File: config.mk
export PLATFORM = sky130hd
export DESIGN_NAME = etst_mean_unit
export DESIGN_NICKNAME = d
export VERILOG_FILES = /design/src/hw/rtl/etst_pkg.sv /design/src/hw/rtl/etst_mean_unit.sv
export SDC_FILE = /design/constraint.sdc
export NUM_CORES = 2
export LEC_CHECK = 0
export BUFFER_PORTS_ARGS = -buffer_cell sky130_fd_sc_hd__buf_2
export CORE_MARGIN = 2
export CORE_UTILIZATION = 45
export CTS_BUF_LIST = sky130_fd_sc_hd__clkbuf_16
export DETAILED_ROUTE_END_ITERATION = 12
export GPL_TIMING_DRIVEN = 0
export PLACE_DENSITY = 0.63
export SLEW_MARGIN = 20
export SYNTH_ARGS = -nofsm -noshare
export SYNTH_HDL_FRONTEND = slang
export SYNTH_SLANG_ARGS = --single-unit
File: constraint.sdc
create_clock -name clk -period 12.4 [get_ports clk]
set_clock_uncertainty 0.05 [all_clocks]
set_input_delay 1.24 -clock clk [delete_from_list [all_inputs] [get_ports clk]]
set_output_delay 1.24 -clock clk [all_outputs]
set_load 0.02 [all_outputs]
File: src/hw/rtl/etst_pkg.sv
package etst_pkg;

    // Field widths fixed by the item format
    localparam int NAME_W     = 4;
    localparam int TIME_W     = 64;
    localparam int COUNT_W    = 32;
    localparam int DISTINCT_W = 5;
    localparam int GMEAN_W    = 32;

    // Names a tag field can carry
    localparam int NAME_SPACE = 1 << NAME_W;

    localparam logic [COUNT_W-1:0] COUNT_MAX = '1;

    // Item codes
    typedef enum logic
    {
        OP_RECORD = 1'b0,
        OP_READ   = 1'b1
    } opcode_t;

    // One statistics line
    typedef struct packed
    {
        logic [COUNT_W-1:0] count;
        logic [TIME_W-1:0]  dmin;
        logic [TIME_W-1:0]  dmax;
        logic [TIME_W-1:0]  dmean;
        logic [TIME_W-1:0]  gmin;
        logic [TIME_W-1:0]  gmax;
        logic [GMEAN_W-1:0] gmean;
    } line_t;

    // Request to the running-mean unit
    typedef struct packed
    {
        logic               start;
        logic [COUNT_W-1:0] count;
        logic [TIME_W-1:0]  mean;
        logic [TIME_W-1:0]  sample;
    } mean_req_t;

    // Answer from the running-mean unit
    typedef struct packed
    {
        logic              done;
        logic [TIME_W-1:0] quot;
    } mean_rsp_t;

endpackage

File: src/hw/rtl/etst_mean_unit.sv
module etst_mean_unit
    import etst_pkg::*;
(
    input  logic      clk,
    input  logic      rst_n,
    input  mean_req_t req,
    output mean_rsp_t rsp
);

    localparam int ACC_W  = 2 * TIME_W;
    localparam int HALF_W = TIME_W / 2;
    localparam int STEP_W = $clog2(TIME_W);

    typedef enum logic [2:0]
    {
        U_IDLE,
        U_MUL_LO,
        U_MUL_HI,
        U_ADD_HI,
        U_DIV
    } ustate_t;

    ustate_t              state_reg;
    logic [COUNT_W-1:0]   m_reg;
    logic [COUNT_W-1:0]   c_reg;
    logic [TIME_W-1:0]    a_reg;
    logic [ACC_W-1:0]     acc_reg;
    logic [2*COUNT_W-1:0] prod_reg;
    logic [STEP_W-1:0]    step_reg;
    logic                 done_reg;

    logic [HALF_W-1:0]    mul_b;
    logic [2*COUNT_W-1:0] prod;
    logic [COUNT_W:0]     trial;
    logic [COUNT_W:0]     diff;
    logic                 fits;

    // Shared multiplier takes one half of the old mean per cycle
    assign mul_b = (state_reg == U_MUL_LO) ? a_reg[HALF_W-1:0] : a_reg[TIME_W-1:HALF_W];
    assign prod  = m_reg * mul_b;

    // One restoring division step: remainder sits above the dividend bits
    assign trial = {acc_reg[TIME_W+COUNT_W-1:TIME_W], acc_reg[TIME_W-1]};
    assign diff  = trial - {1'b0, c_reg};
    assign fits  = (trial >= {1'b0, c_reg});

    always_ff @(posedge clk or negedge rst_n)
    begin
        if (!rst_n)
        begin
            state_reg <= U_IDLE;
            m_reg     <= '0;
            c_reg     <= '0;
            a_reg     <= '0;
            acc_reg   <= '0;
            prod_reg  <= '0;
            step_reg  <= '0;
            done_reg  <= 1'b0;
        end
        else
        begin
            // Flag the quotient after the last division step
            done_reg <= (state_reg == U_DIV) && (step_reg == STEP_W'(TIME_W - 1));
            case (state_reg)
                U_IDLE:
                begin
                    // Seed the numerator with the new sample
                    if (req.start)
                    begin
                        m_reg     <= req.count - COUNT_W'(1);
                        c_reg     <= req.count;
                        a_reg     <= req.mean;
                        acc_reg   <= {{TIME_W{1'b0}}, req.sample};
                        state_reg <= U_MUL_LO;
                    end
                end
                U_MUL_LO:
                begin
                    prod_reg  <= prod;
                    state_reg <= U_MUL_HI;
                end
                U_MUL_HI:
                begin
                    acc_reg   <= acc_reg + {{(ACC_W-2*COUNT_W){1'b0}}, prod_reg};
                    prod_reg  <= prod;
                    state_reg <= U_ADD_HI;
                end
                U_ADD_HI:
                begin
                    acc_reg   <= acc_reg
                                 + {{(ACC_W-2*COUNT_W-HALF_W){1'b0}}, prod_reg,
                                    {HALF_W{1'b0}}};
                    step_reg  <= '0;
                    state_reg <= U_DIV;
                end
                U_DIV:
                begin
                    // Shift one quotient bit in per cycle
                    acc_reg <= {{(ACC_W-TIME_W-COUNT_W){1'b0}},
                                (fits ? diff[COUNT_W-1:0] : trial[COUNT_W-1:0]),
                                acc_reg[TIME_W-2:0], fits};
                    step_reg <= step_reg + STEP_W'(1);
                    if (step_reg == STEP_W'(TIME_W - 1))
                    begin
                        state_reg <= U_IDLE;
                    end
                end
                default:
                begin
                    state_reg <= U_IDLE;
                end
            endcase
        end
    end

    assign rsp.done = done_reg;
    assign rsp.quot = acc_reg[TIME_W-1:0];

endmodule

==> reports/metrics.csv <==
stage,metric,value,unit
routing,DR vias,51100,
clocking,Inserted Clock Buffers,38,
cells_and_area,Area Growth Syn to Fin,8.16,%
place,Placement Setup Slack,-0.0663,ns
floorplan,Initial Util,45.5,%
floorplan,Row Count,130,
critical_path,Reg-to-Reg End,prod_reg[61],
critical_path,worst-path maximum fanout,10,
critical_path,Critical Path Source Type,flip-flop,
floorplan,Chip Width,361,um
critical_path,worst setup path endpoint,prod_reg[61],
critical_path,Critical R2R Launch,state_reg[2],
critical_path,Register-to-Register Path Depth,32,
logic_synthesis,Yosys warnings,0,
cells_and_area,"commonest non-fill, non-tap cells in the layout","inv_1 (1001), fa_1 (899), nand2_1 (752)",
timing,Max-slew headroom,16.6,%
clocking,clock-pin slew on the worst setup and hold paths,0.07,ns
critical_path,crit-path max cell delay,0.81,ns
timing,Fmax achieved,82.1,MHz
critical_path,Most common cell on crit path,fa_1,
cells_and_area,number of flip-flops in the largest register,96,
critical_path,Crit path buffers/inverters,8,
critical_path,WP depth,32,
place,DP Area,60600,sq um
routing,Avg WL per Cell,27.9,um
cells_and_area,layout cell share with drive strength beyond 1,7.85,%
global_route,first-pass GRT wire length,345,mm
cells_and_area,nets,8364,
timing,final setup margin,0.218,ns
routing,vias per std cell,5.95,
routing,DRT iter0 DRCs,5331,
cells_and_area,"commonest non-fill, non-tap cell in the layout",inv_1,
timing,Final Setup Violations,0,
routing,DRC viols,0,
timing,"Hold Vio Cnt, Final",0,
place,dpl hpwl,197,mm
outcome,status,"finished, final reports clean",
global_route,pin count of the biggest net entering global routing,94,
floorplan,core area,126000,sq um
routing,total wire length,239,mm
logic_synthesis,dominant synthesized flop cell,dfrtp_1,
place,dpl cells,8488,
floorplan,Die Ht,361,um
timing,crit share post-route,98.2,%
critical_path,required time of the critical path,12.87,ns
routing,Final ANT Viol Nets,0,
floorplan,Total Die Area,130000,sq um
critical_path,CP Class,reg2reg,
logic_synthesis,syn nets,8093,
logic_synthesis,Yosys reg bits,298,
logic_synthesis,Synth Cell Area,57300,sq um
timing,Slew @ Worst Pin,1.25,ns
critical_path,cell family with most CP delay,adder cells,
logic_synthesis,library cells used by synthesis,98,
timing,RSZ-0062 raised after global routing,no,
critical_path,Critical path origin,state_reg[2],
job,Max-Cap Viols,0,
worst_hold_path,Tightest Hold Check Type,reg2reg,
clocking,Clock Sinks,298,
clocking,H-tree depth,2,
logic_synthesis,sequential share of the synthesized area,13.0,%
clocking,Clock Tree Buf Depth,3,
critical_path,CP Data Arrival Time,12.65,ns
critical_path,Worst setup EP type,flip-flop,
floorplan,Ports,228,
cells_and_area,final std cells w/o fill,8574,
global_route,GRT Util Overall,36.4,%
global_route,initial antenna violation count,26,
clocking,Worst-Skew Late Latency,0.63,ns
place,routability cong.,1.03,
clocking,TritonCTS clock tree,yes,
global_route,vias in the first global route,50900,
place,IO buf count,227,
routing,Initial DRT Pass Iterations,8,
logic_synthesis,Synth async-reset ratio,100,%
logic_synthesis,cells after synthesis,6607,
logic_synthesis,Syn Area/Cell,8.68,sq um
clocking,Root Buffer,clkbuf_16,
timing,"Min Clock Period, post-route",12.18,ns
cells_and_area,Filler cells,12300,
timing,Slew Limit Fails,0,
critical_path,R2R setup slack,0.22,ns
critical_path,slowest cell on the critical path,clkbuf_1,
cells_and_area,fin area,62000,sq um
logic_synthesis,"EDFF count, synth",0,
global_route,grt ovf,0,
per-layer routing:
layer / vias to the layer above / GRT usage, % / share of wire (%)
met3: 615 / 10.1 / 12
met4: 8 / 18.0 / 6.0
met5: - / 0 / 0.026
met2: 2882 / 53.6 / 42
li1: 21800 / - / -
met1: 25800 / 49.4 / 40
synth_stat cells (75+ instances only):
| master | number | area share, % |
|---|---|---|
| and2_1 | 535 | 5.8 |
| xor2_1 | 101 | 1.5 |
| nor2b_1 | 103 | 1.1 |
| inv_1 | 996 | 6.5 |
| ha_1 | 424 | 9.3 |
| a21oi_1 | 381 | 3.3 |
| a21o_1 | 102 | 1.3 |
| nor2_1 | 279 | 1.8 |
| o21ai_0 | 285 | 2.5 |
| xnor2_1 | 144 | 2.2 |
| mux2_2 | 102 | 2.0 |
| nand2_1 | 752 | 4.9 |
| fa_1 | 899 | 31 |
| clkbuf_1 | 339 | 2.2 |
| dfrtp_1 | 298 | 13 |
| nand3_1 | 75 | 0.65 |
final cells by class:
type | count | area (sq um) | area share, %
diodes | 18 | 45.0 | 0.0726
plain buffers | 433 | 1940 | 3.13
clock buffers | 38 | 951 | 1.53
clock inverters | 30 | 329 | 0.531
inverters | 996 | 3740 | 6.03
multi-input cells | 4880 | 44200 | 71.3
flip-flops and latches | 298 | 7460 | 12.0
well taps | 1650 | 2060 | 3.33
repair buffers | 231 | 1240 | 2.01
logic make-up after synthesis:
logic type                 after synthesis  share of synthesized area (%)
AOI/OAI and AO/OA                     1164                           12.8
xor gates and xnor gates               245                           3.74
adders and majority gates             1323                           40.6
buffers and inverters                 1429                           9.86
DFF                                    298                           13.0
muxes                                  136                           2.60
and+or+nand+nor                       2012                           17.4
timing repair:
action,CTS,global route
pin swaps,0,0
gates resized for setup,1,13
setup buffers,0,0
hold buffers,0,0
setup endpoints to repair,3,9
worst min-delay path by stage:
stage	startpoint	to	slack [ns]	cells after the start
finish	step_reg[5]	step_reg[5]	0.45	1
global route	a_reg[2]	a_reg[2]	0.46	1
CTS	step_reg[5]	step_reg[5]	0.45	1
detailed placement	step_reg[5]	step_reg[5]	0.43	1
global placement	step_reg[5]	step_reg[5]	0.42	1
floorplan	step_reg[5]	step_reg[5]	0.41	1
stage by stage:
stage | utilization [%] | hold slack, ns | setup TNS [ns]
after floorplan | - | 0.408 | 0
after global placement | 48.0 | 0.425 | -2.69
after detailed placement | 48.1 | 0.433 | -0.130
after CTS | 49.1 | 0.445 | 0
after global routing | 49.2 | 0.460 | 0
final | 49.2 | 0.450 | 0
worst reg2reg max path, delay by kind of cell, from the launching register on:
kind,cells,cell delay (ns)
AOI/OAI and AO/OA,8,2.55
adders and majority gates,9,4.52
buffers and inverters,8,2.59
DFF,1,0.50
muxes,1,0.44
and+or+nand+nor,6,1.41
Power is not shown: default switching activity piles up to over one toggle a cycle in this logic, so the estimate is an artifact.
